<file path="src/hdl/wlmd_pkg.sv">
package wlmd_pkg;

   localparam int MARGIN     = 8;
   localparam int MAX_FRAMES = 65536;
   localparam int TAPS       = 2 * MARGIN;
   localparam int COUNT_W    = $clog2(MAX_FRAMES);

   typedef logic signed [15:0]  sample_type;
   typedef logic [COUNT_W-1:0]  count_type;
   typedef logic [15:0]         frame_type;

endpackage

</file>
<file path="src/hdl/windowed_local_minimum_detector.sv">
// A valley result is registered and offered in the cycle after the transfer of the sample
// that completes its window.
// Throughput: one sample per cycle, set by the single register stage behind the row of
// compare cells; an undrained result stalls the input only while the output is blocked.
// Reset clears the frame counter and the result valid flag; the sample row and result data are not cleared.
module windowed_local_minimum_detector (
   input  logic        clock,
   input  logic        reset,
   input  logic        req_tvalid,
   output logic        req_tready,
   input  logic [15:0] req_tdata,   // [15:0] sample_value
   input  logic        req_tlast,   // last_of_clip
   output logic        rsp_tvalid,
   input  logic        rsp_tready,
   output logic [15:0] rsp_tdata    // [15:0] valley_frame
);
   import wlmd_pkg::*;

   localparam count_type COUNT_MAX  = COUNT_W'(MAX_FRAMES - 1);
   localparam count_type COUNT_FULL = COUNT_W'(TAPS);

   sample_type          req_sample;
   sample_type          tap [TAPS];
   logic [TAPS-1:0]     less;
   sample_type          centre;
   logic                new_less;
   logic                accept;
   logic                valley;
   count_type           frame_ff;
   count_type           frame_in;
   count_type           centre_frame;
   logic                rsp_valid_ff;
   logic                rsp_valid_in;
   frame_type           rsp_data_ff;
   frame_type           rsp_data_in;

   assign req_sample = sample_type'(req_tdata);
   assign centre     = tap[MARGIN-1];
   assign req_tready = !reset && (!rsp_valid_ff || rsp_tready);
   assign accept     = req_tvalid && req_tready;

   for (genvar g = 0; g < TAPS; g++) begin : g_cell
      if (g == 0) begin : g_head
         wlmd_cell u_cell (
            .clock      (clock),
            .shift      (accept),
            .sample_in  (req_sample),
            .centre     (centre),
            .sample_out (tap[g]),
            .less_out   (less[g])
         );
      end else begin : g_body
         wlmd_cell u_cell (
            .clock      (clock),
            .shift      (accept),
            .sample_in  (tap[g-1]),
            .centre     (centre),
            .sample_out (tap[g]),
            .less_out   (less[g])
         );
      end
   end

   // The arriving sample is the newest neighbour and is compared directly.
   assign new_less     = req_sample < centre;
   assign valley       = (frame_ff >= COUNT_FULL) && !new_less && !(|less);
   assign centre_frame = frame_ff - COUNT_W'(MARGIN);
   assign rsp_data_in  = 16'(centre_frame);

   always_comb begin
      frame_in = frame_ff;
      if (accept) begin
         if (req_tlast) begin
            frame_in = '0;
         end else if (frame_ff != COUNT_MAX) begin
            frame_in = frame_ff + COUNT_W'(1);
         end
      end
   end

   always_comb begin
      if (accept) begin
         rsp_valid_in = valley;
      end else begin
         rsp_valid_in = rsp_valid_ff && !rsp_tready;
      end
   end

   always_ff @(posedge clock) begin
      if (reset) begin
         frame_ff     <= '0;
         rsp_valid_ff <= 1'b0;
      end else begin
         frame_ff     <= frame_in;
         rsp_valid_ff <= rsp_valid_in;
      end
   end

   always_ff @(posedge clock) begin
      if (accept) begin
         rsp_data_ff <= rsp_data_in;
      end
   end

   assign rsp_tvalid = rsp_valid_ff;
   assign rsp_tdata  = rsp_data_ff;

endmodule

</file>
<file path="src/hdl/wlmd_cell.sv">
module wlmd_cell (
   input  logic                 clock,
   input  logic                 shift,
   input  wlmd_pkg::sample_type sample_in,
   input  wlmd_pkg::sample_type centre,
   output wlmd_pkg::sample_type sample_out,
   output logic                 less_out
);
   import wlmd_pkg::*;

   sample_type sample_ff;

   always_ff @(posedge clock) begin
      if (shift) begin
         sample_ff <= sample_in;
      end
   end

   assign sample_out = sample_ff;
   // The centre cell compares with itself and so never reports a smaller value.
   assign less_out   = sample_ff < centre;

endmodule

</file>
<file path="config.mk">
export PLATFORM = sky130hd
export DESIGN_NAME = windowed_local_minimum_detector
export DESIGN_NICKNAME = d
export VERILOG_FILES = /design/src/hdl/wlmd_pkg.sv /design/src/hdl/windowed_local_minimum_detector.sv /design/src/hdl/wlmd_cell.sv
export SDC_FILE = /design/constraint.sdc
export NUM_CORES = 1
export LEC_CHECK = 0
export ABC_AREA = 1
export ABC_CLOCK_PERIOD_IN_PS = 5050
export CORE_MARGIN = 2
export CORE_UTILIZATION = 31
export DETAILED_ROUTE_END_ITERATION = 6
export DONT_BUFFER_PORTS = 1
export PLACE_DENSITY = 0.51
export REMOVE_ABC_BUFFERS = 1
export SYNTH_ARGS = -nofsm -noshare
export SYNTH_HDL_FRONTEND = slang
export SYNTH_SLANG_ARGS = --single-unit
</file>
<file path="constraint.sdc">
create_clock -name clock -period 5.05 [get_ports clock]
set_input_delay 0.505 -clock clock [delete_from_list [all_inputs] [get_ports clock]]
set_output_delay 0.505 -clock clock [all_outputs]
set_load 0.03 [all_outputs]
</file>
==> results of run 1 <==
metrics by stage:
stage | setup slack, ns | util (%) | hold slack [ns]
6_report | 2.29 | 35.2 | 0.0537
5_1_grt | 1.98 | 35.2 | 0.0315
4_1_cts | 2.16 | 35.2 | 0.0283
3_5_place_dp | 2.21 | 33.0 | 0.429
3_3_place_gp | 2.23 | 33.0 | 0.427
2_1_floorplan | -0.505 | - | 0.421
cell usage in the layout, fill, tap and decap left out, drive strengths merged:
master / n
clkbuf: 46
o21bai: 7
edfxtp: 272
nand3b: 9
nand2: 283
a21boi: 1
nand4: 19
a21o: 2
xor2: 11
buf: 3
a21oi: 125
dfxtp: 17
nor4b: 1
inv: 116
clkinv: 12
and2: 1
nor2: 70
o21ai: 41
nand3: 30
bufinv: 1
nor3: 28
and3: 1
nor4: 1
o41ai: 1
ha: 244
a211oi: 2
o21a: 7
per-layer routing:
layer	part of all wire (%)	up-vias	GRT usage (%)	wire [um]
li1	-	4709	-	-
met1	43	4430	12.8	11600
met2	51	102	20.8	13900
met3	3.6	46	2.10	975
met4	2.2	0	3.55	589
met5	0	-	0	0
registers in the layout, indices dropped and copies added, names as in the netlist:
signal	flops
g_cell.g_body.u_cell.sample_out	240
g_cell.g_head.u_cell.sample_out	16
rsp_tdata	16
frame_ff	16
rsp_tvalid	1
logic make-up after synthesis:
group / Yosys count / synth area share (%)
AND/OR/NAND/NOR: 443 / 12.4
AO/OA/AOI/OAI: 186 / 6.66
flip-flops: 289 / 56.8
XOR/XNOR: 11 / 0.644
adder cells (fa/ha/maj): 244 / 20.4
buffers and inverters: 117 / 3.01
path summary, 6_finish.rpt:
check / start / endpoint / slack (ns) / cells after the start
setup reg to reg: g_cell[7].g_body.u_cell.sample_out[5] / rsp_tvalid / 2.29 / 15
hold / removal: reset / frame_ff[14] / 0.05 / 1
hold reg to reg: g_cell[9].g_body.u_cell.sample_out[0] / g_cell[10].g_body.u_cell.sample_out[0] / 0.44 / 0
setup / recovery: g_cell[7].g_body.u_cell.sample_out[5] / rsp_tvalid / 2.29 / 15
final cells by class:
type	count	area [um^2]	area share, %
Tap cell	615	769	4.58
Multi-Input combinational cell	884	6010	35.7
Timing Repair Buffer	3	47.5	0.283
Clock buffer	46	948	5.64
Inverter	115	432	2.57
Clock inverter	14	101	0.603
Sequential cell	289	8510	50.6
where the power goes:
group          leakage (nW)  internal (W)  switching, W
logic                  3.78      0.000140      0.000244
registers              2.65       0.00271     0.0000406
clock network         0.514       0.00137      0.000953
total                  6.94       0.00422       0.00124
critical path, delay by kind of cell, from the launching register on:
family	cells	cell delay, ns
compound gates	2	0.33
fa+ha+maj	1	0.37
buf+inv	1	0.53
flops	1	0.38
simple gates	11	1.07
==> out/metrics.csv, run 1 <==
metric,value,unit
commonest cells in the netlist,"nand2_1, edfxtp_1, ha_1",
fraction of layout cells with a size suffix above 1,4.37,%
Yosys Warn Count,0,
antenna violations before repair,0,
leading area contributor after synthesis,edfxtp_1,
routed via count divided by cell count,4.72,
first-pass GRT wire length,45.4,mm
clk sink count,289,
post-DR wirelength/cell,13.8,um
asr flop ratio synth,0,%
"Cell Area, Placed",15800,um^2
DR vias,9287,
Netlist Area Pre-Place,15000,um^2
total power,0.00546,W
Port Buf Inserts,0,
Placer Congestion,0.790,
placed insts,1906,
core region area,47700,um^2
Die Wd,224,um
post-CTS setup repair buffer count,0,
Root Buffer,clkbuf_16,
DRT iter0 DRCs,416,
Final min period,2.76,ns
CP Cell Sequence,inv_1 -> ha_1 -> a21oi_1 -> nor2_1 -> nor3_1 -> nand2_1 -> nand2_1 -> nand2_1 -> nand2_1 -> nand2_1 -> nor2_1 -> nand3_1 -> nor2_1 -> nand2_1 -> a21oi_1,
Skew-Pair Late Insertion Delay,0.51,ns
"Avg Cell Area, Syn",11.6,um^2
Hold Crit Class,input pin to flip-flop,
H-tree depth,2,
RSZ-0062 raised after global routing,false,
most frequent CP cell,nand2_1,
CTS max path bufs,3,
ANT cells,0,
total negative slack,0,ns
static leakage,6.94,nW
Worst Tran Pin Value,0.871,ns
total gr overflow,0,
Final #Nets,1593,
ranking of synthesized cells by area,"edfxtp_1, ha_1, nand2_1",
final period utilization,54.6,%
number of global-route vias before repair,9736,
Post-synth top flop,edfxtp_1,
CTS tree,yes,
DR DRC count,0,
hold-fix buffers at CTS,0,
"count leader, synth",nand2_1,
Starting Density,31.3,%
total track usage,11.2,%
Fmax achieved,0.362,GHz
post-DP HPWL,19.3,mm
number of synthesized flops with an enable pin,272,
pwr dens,325,nW/um^2
CTS resizes,0,
worst vdd ir,0.000239,V
I/O pin cnt,39,
Fill cells,4631,
largest net degree at the start of global routing,139,
Worst EP arrival,3.21,ns
Startpoint Class,flip-flop,
post-route insts no fill,1966,
Cells after Synth,1290,
Worst Path Required,5.50,ns
WS Path Type,flip-flop to flip-flop,
Num CTS Buffers,35,
Crit. End Element,flip-flop,
# rows,80,
Die ar.,50100,um^2
final instance area,16800,um^2
Routed WL,27.1,mm
status,"complete, no violations",
final setup violation count,0,
Final Hold Viols,0,
slew margin rel.,41.9,%
area fraction of the dominant cell type after synthesis,54.6,%
Max-Cap Viols,0,
CP peak stage delay,0.53,ns
Routed Antenna Nets,0,
setup clock skew after layout,0.00865,ns
Layout area overhead,12.4,%
"flops & latches, synth",289,
sequential cell area fraction in the yosys report,56.8,%
chip height,224,um
"slowest stage cell, crit path",inv_1,
fin. max-slew vios,0,
clock-pin transition on the worst setup and hold timing paths,0.05,ns
critical path peak fanout,16,
Pre-antenna DRT Iters,4,
Cell variety after synth,34,
Power figures use the tool's default switching activity.
==> inputs of run 2 (changes only) <==
ABC_AREA = 0   (was 1)
ABC_CLOCK_PERIOD_IN_PS = 2300   (was 5050)
clock period = 2.3 ns   (was 5.05 ns; I/O delays follow)
==> run 2 against run 1 <==
The run now ends with negative setup slack left. Combinational power rose to 2.5 times the previous value. Flip-flop and latch count unchanged. Non-clock buffer count up 141. Register-to-register slack worse by 2.6 ns. Die area down 3.4%. Final cell count down 6.7%. Global-route usage up 1.4 points. Largest power group unchanged. Highest routed layer unchanged.
==> out/metrics.csv, run 2 <==
metric,value,unit,change
Root Buffer,clkbuf_16,,unchanged
Crit. Startpoint,g_cell[7].g_body.u_cell.sample_out[15],,was g_cell[7].g_body.u_cell.sample_out[5]
Final #Nets,1470,,was 1593
total track usage,12.5,%,was 11.2%
"Avg Cell Area, Syn",14.0,um^2,was 11.6 um^2
DR vias,8826,,was 9287
CP Cell Sequence,inv_2 -> buf_4 -> ha_1 -> inv_1 -> a2111oi_4 -> buf_4 -> nand4_1 -> or4_1 -> nor4_2 -> nand4_1 -> o22ai_2,,was inv_1 -> ha_1 -> a21oi_1 -> nor2_1 -> nor3_1 -> nand2_1 -> nand2_1 -> nand2_1 -> nand2_1 -> nand2_1 -> nor2_1 -> nand3_1 -> nor2_1 -> nand2_1 -> a21oi_1
fin. max-slew vios,0,,unchanged
Worst Tran Pin Value,0.861,ns,was 0.871 ns
footprint of the multi-input gates,5870,um^2,was 6010 um^2
core region area,46300,um^2,was 47700 um^2
CTS tree,yes,,unchanged
Reg power frac,50.0,%,was 50.4%
first-pass GRT wire length,47.0,mm,was 45.4 mm
Max-Cap Viols,0,,unchanged
final setup violation count,1,,was 0
switching component of the power,0.00268,W,was 0.00124 W
most frequent cells in the layout,"edfxtp_1, ha_1, buf_4",,"was nand2_1, edfxtp_1, ha_1"
DRT iter0 DRCs,458,,was 416
Final Hold Viols,0,,unchanged
Port Buf Inserts,0,,unchanged
number of global-route vias before repair,9211,,was 9736
total gr overflow,0,,unchanged
max reg flops,240,,unchanged
Worst EP arrival,3.07,ns,was 3.21 ns
Die Wd,220,um,was 224 um
DR DRC count,0,,unchanged
largest net degree at the start of global routing,145,,was 139
area fraction of the dominant cell type after synthesis,56.5,%,was 54.6%
CP peak stage delay,0.45,ns,was 0.53 ns
final period utilization,115,%,was 54.6%
CTS max path bufs,3,,unchanged
Pre-antenna DRT Iters,4,,unchanged
pwr dens,690,nW/um^2,was 325 nW/um^2
Starting Density,31.2,%,was 31.3%
Die ar.,48400,um^2,was 50100 um^2
number of synthesized flops with an enable pin,272,,unchanged
Fill cells,4481,,was 4631
min-delay src,rsp_tready,,was reset
"count leader, synth",edfxtp_1,,was nand2_1
Final min period,2.64,ns,was 2.76 ns
critical path peak fanout,5,,was 16
"most common cell after layout, fill and taps aside",edfxtp_1,,was nand2_1
FF-to-FF setup slack,-0.34,ns,was 2.29 ns
asr flop ratio synth,0,%,unchanged
Skew-Pair Late Insertion Delay,0.51,ns,about the same
sequential cell area fraction in the yosys report,58.9,%,was 56.8%
Post-synth top flop,edfxtp_1,,unchanged
worst vdd ir,0.000483,V,was 0.000239 V
failing checks,negative setup slack,,
register area,8510,um^2,unchanged
RSZ-0062 raised after global routing,true,,was false
routed via count divided by cell count,4.81,,was 4.72
post-DR wirelength/cell,15.9,um,was 13.8 um
Num CTS Buffers,34,,was 35
fraction of layout cells with a size suffix above 1,16.0,%,was 4.37%
Fmax achieved,0.378,GHz,was 0.362 GHz
setup clock skew after layout,0.0167,ns,was 0.00865 ns
placed insts,1758,,was 1906
Pint,0.00942,W,was 0.00422 W
"slowest stage cell, crit path",or4_1,,was inv_1
Netlist Area Pre-Place,14500,um^2,was 15000 um^2
WS Path Type,flip-flop to flip-flop,,unchanged
Startpoint Class,flip-flop,,unchanged
slew margin rel.,42.6,%,was 41.9%
reg2reg start,g_cell[7].g_body.u_cell.sample_out[15],,was g_cell[7].g_body.u_cell.sample_out[5]
Cells after Synth,1031,,was 1290
Layout area overhead,21.3,%,was 12.4%
post-route insts no fill,1835,,was 1966
Routed Antenna Nets,0,,unchanged
Cell variety after synth,59,,was 34
logic gate share of total power,8.0,%,was 7.0%
ANT cells,0,,unchanged
I/O pin cnt,39,,unchanged
chip height,220,um,was 224 um
fin worst setup slack,-0.343,ns,was 2.29 ns
clock share of power,42.1,%,was 42.6%
Switching Share,22.1,%,was 22.7%
Placer Congestion,0.826,,was 0.790
H-tree depth,2,,unchanged
post-DP HPWL,21.6,mm,was 19.3 mm
Routed WL,29.2,mm,was 27.1 mm
clock-pin transition on the worst setup and hold timing paths,0.06,ns,was 0.05 ns
Worst Path Required,2.73,ns,was 5.50 ns
antenna violations before repair,0,,unchanged
leading area contributor after synthesis,edfxtp_1,,unchanged
total negative slack,-0.343,ns,was 0 ns
Yosys Warn Count,0,,unchanged
commonest cells in the netlist,"edfxtp_1, ha_1, a21oi_1",,"was nand2_1, edfxtp_1, ha_1"
static leakage,6.90,nW,was 6.94 nW
Hold Crit Class,input pin to flip-flop,,unchanged
clk sink count,289,,unchanged
ranking of synthesized cells by area,"edfxtp_1, ha_1, dfxtp_1",,"was edfxtp_1, ha_1, nand2_1"
Min Hold Slack,0.0800,ns,was 0.0537 ns
total power,0.0121,W,was 0.00546 W
"flops & latches, synth",289,,unchanged
Crit. End Element,flip-flop,,unchanged
# rows,79,,was 80
status,"complete, but fails checks",,"was complete, no violations"
[run 2: cell count changes after synthesis, moves of 9 or more]
cell	change
nand3b_1	-9
nand2b_1	+18
xnor2_1	+15
a2111oi_0	+9
nor2_1	-15
o21ai_1	-9
a21o_1	+31
nand2_1	-236
a211oi_1	+10
nand3_1	-11
a21oi_1	-66
inv_1	-69
nand4_1	+10
[run 2: kinds of logic (layout without fill, tap and decap cells)]
group,count (synthesis),after routing,share of synthesized area [%]
fa+ha+maj,244,244,21.1
mux,2,2,0.147
simple gates,229,229,8.13
flops,289,289,58.9
compound gates,198,198,9.22
xor+xnor,20,20,1.21
buf+inv,49,246,1.31
[run 2: final timing paths]
kind,to,cells after the start
worst max-delay path,rsp_tvalid,11
worst min register to register,g_cell[4].g_body.u_cell.sample_out[0],0
worst max register to register,rsp_tvalid,11
worst min-delay path,rsp_tvalid,3
[run 2: area by class of cell]
cell class              count  area share (%)
clock buffers              50            5.54
clock inverters             9           0.392
inverters                  43           0.963
multi-input cells         693            33.5
flip-flops and latches    289            48.5
well taps                 607            4.33
repair buffers            144            6.74
[run 2: what timing repair did]
item,4_1_cts,5_1_grt
hold buffers,17,0
gates resized for setup,17,12
pin swaps,7,0
setup buffers,1,0
setup endpoints to repair,1,5
endpoints found under the hold margin,17,0
[run 2: power groups by stage]
stage               Clock [W]  Combinational, W  Sequential [W]
floorplan                   0          0.000555         0.00617
global placement            0          0.000925         0.00614
detailed placement          0          0.000940         0.00615
CTS                   0.00525          0.000984         0.00604
global route          0.00546           0.00112         0.00606
finish                0.00509          0.000965         0.00604
[run 2: worst max-delay path: cells and delay by family (launching register included)]
kind	cells	cell delay [ns]
and+or+nand+nor	4	0.89
DFF	1	0.36
AOI/OAI and AO/OA	2	0.54
adders and majority gates	1	0.29
buffers and inverters	4	0.47
[run 2: stage by stage]
stage	util, %	instance area, um^2	setup WS, ns
finish	37.9	17500	-0.343
global placement	35.0	16200	-1.00
CTS	37.8	17500	-0.332
floorplan	-	14400	-5.00
global route	37.9	17500	-0.449
detailed placement	35.0	16200	-0.940
[run 2: layer usage]
metal	routed length [um]	share of wire [%]	global-route usage (%)	vias up
li1	-	-	-	4425
met1	13500	46	16.2	4258
met2	14100	48	21.3	104
met3	947	3.2	2.24	39
met4	653	2.2	3.91	0
met5	0	0	0	-
==> inputs of run 3 (changes only) <==
ABC_CLOCK_PERIOD_IN_PS = 2450   (was 2300)
CORE_ASPECT_RATIO = 1.4   (was default)
PLACE_DENSITY = 0.5   (was 0.51)
clock period = 2.45 ns   (was 2.3 ns; I/O delays follow)
==> run 3 against run 2 <==
The flow still finishes with violations (negative setup slack). Wire length is 7.1% higher. Critical endpoint unchanged. Global-route usage increased by 0.32 points. Die area is essentially flat. Sequential share of layout area fell by 0.34 points. Fmax shrank 1.3%. Final cell count grew 0.16%. Critical path type unchanged. Critical path depth is the same. Combinational power is essentially flat. First-iteration DRC count shrank 12%.
==> out/metrics.csv, run 3 (same netlist as run 2, synthesis figures left out) <==
metric,value,unit,change
fin worst setup slack,-0.226,ns,was -0.343 ns
Routed Antenna Nets,0,,unchanged
Root Buffer,clkbuf_16,,unchanged
most frequent cells in the layout,"edfxtp_1, ha_1, buf_4",,unchanged
CTS tree,yes,,unchanged
Die ar.,48400,um^2,about the same
"most common cell after layout, fill and taps aside",edfxtp_1,,unchanged
failing checks,negative setup slack,,unchanged
# rows,93,,was 79
CTS max path bufs,3,,unchanged
Crit. End Element,flip-flop,,unchanged
critical path peak fanout,8,,was 5
total power,0.0111,W,was 0.0121 W
Port Buf Inserts,0,,unchanged
Num CTS Buffers,30,,was 34
DR vias,8910,,was 8826
fraction of layout cells with a size suffix above 1,17.4,%,was 16.0%
setup clock skew after layout,0.0113,ns,was 0.0167 ns
max reg flops,240,,unchanged
RSZ-0062 raised after global routing,true,,unchanged
number of global-route vias before repair,9395,,was 9211
post-DR wirelength/cell,17.0,um,was 15.9 um
antenna violations before repair,0,,unchanged
final setup violation count,1,,unchanged
Max-Cap Viols,0,,unchanged
Fmax achieved,0.374,GHz,was 0.378 GHz
Worst EP arrival,3.16,ns,was 3.07 ns
worst vdd ir,0.000582,V,was 0.000483 V
DR DRC count,0,,unchanged
total track usage,12.9,%,was 12.5%
pwr dens,630,nW/um^2,was 690 nW/um^2
final period utilization,109,%,was 115%
Pre-antenna DRT Iters,4,,unchanged
Placer Congestion,0.856,,was 0.826
I/O pin cnt,39,,unchanged
routed via count divided by cell count,4.85,,was 4.81
slew margin rel.,58.7,%,was 42.6%
Layout area overhead,22.2,%,was 21.3%
static leakage,6.85,nW,was 6.90 nW
H-tree depth,1,,was 2
post-DP HPWL,23.1,mm,was 21.6 mm
status,"complete, but fails checks",,unchanged
DRT iter0 DRCs,404,,was 458
Final #Nets,1465,,was 1470
clk sink count,289,,unchanged
largest net degree at the start of global routing,69,,was 145
chip height,259,um,was 220 um
ANT cells,0,,unchanged
clock-pin transition on the worst setup and hold timing paths,0.07,ns,was 0.06 ns
Skew-Pair Late Insertion Delay,0.56,ns,was 0.51 ns
Routed WL,31.2,mm,was 29.2 mm
met2 wire length,17.6,mm,was 14.1 mm
Die Wd,186,um,was 220 um
Hold Crit Class,input pin to flip-flop,,unchanged
fin. max-slew vios,0,,unchanged
Final Hold Viols,0,,unchanged
wire length on met3,886,um,was 947 um
WS Path Type,flip-flop to flip-flop,,unchanged
Starting Density,31.4,%,was 31.2%
Final min period,2.68,ns,was 2.64 ns
first-pass GRT wire length,49.3,mm,was 47.0 mm
Min Hold Slack,0.0512,ns,was 0.0800 ns
Startpoint Class,flip-flop,,unchanged
uppermost layer routed,met4,,unchanged
M1 WL,12.4,mm,was 13.5 mm
Worst Tran Pin Value,0.618,ns,was 0.861 ns
Worst Path Required,2.93,ns,was 2.73 ns
core region area,46100,um^2,was 46300 um^2
total gr overflow,0,,unchanged
run 3: routing by layer:
metal | track usage [%] | vias to the layer above
met3 | 1.50 | 27
met5 | 0 | -
met1 | 14.5 | 4369
li1 | - | 4401
met4 | 3.13 | 0
met2 | 25.5 | 113
run 3: path summary, 6_finish.rpt:
check                                                             from                               endpoint  slack, ns  cells after the start
worst max-delay path            g_cell[7].g_body.u_cell.sample_out[15]                             rsp_tvalid      -0.23                     11
worst min-delay path                                        rsp_tready                             rsp_tvalid       0.05                      3
worst max register to register  g_cell[7].g_body.u_cell.sample_out[15]                             rsp_tvalid      -0.23                     11
worst min register to register   g_cell[6].g_body.u_cell.sample_out[0]  g_cell[7].g_body.u_cell.sample_out[0]       0.44                      0
run 3: layout make-up:
class	instances	area, um^2
timing repair buffer	143	1240
multi-input combinational	693	6030
inverter	43	174
sequential	289	8510
clock inverter	16	144
clock buffer	37	798
tap	617	772
fill	4482	28400
run 3: worst max-delay path, stage by stage, from the launching register on:
cell and delay (ns):
edfxtp_1 0.38, inv_2 0.08, buf_12 0.16, ha_4 0.28
inv_4 0.04, a2111oi_4 0.41, buf_4 0.17, nand4_1 0.14
or4_4 0.45, nor4_2 0.25, nand4_1 0.14, o22ai_2 0.10
run 3: timing repair:
| item | in CTS | in global routing |
|---|---|---|
| setup endpoints to repair | 1 | 1 |
| buffers inserted | 0 | 7 |
| pin swaps | 7 | 10 |
| cloned | 0 | 1 |
| gates resized for setup | 21 | 39 |
| hold buffers | 17 | 0 |
| hold endpoints to repair | 17 | 0 |
run 3: per-stage QoR:
stage / cells / util (%) / setup TNS [ns] / instance area, um^2 / setup slack, ns
after floorplan: 1025 / - / -1220.81 / 14400 / -4.85
after global placement: 1761 / 35.1 / -0.675 / 16200 / -0.675
after detailed placement: 1761 / 35.1 / -0.692 / 16200 / -0.692
after CTS: 1831 / 37.7 / -0.202 / 17400 / -0.202
after global routing: 1838 / 38.3 / -0.309 / 17700 / -0.309
final: 1838 / 38.3 / -0.226 / 17700 / -0.226
run 3: power breakdown:
part           switching (W)  leakage, nW  internal [W]
Sequential         0.0000868         2.65       0.00558
Combinational       0.000531         3.74      0.000438
Clock                0.00189        0.461       0.00260
Total                0.00251         6.85       0.00862
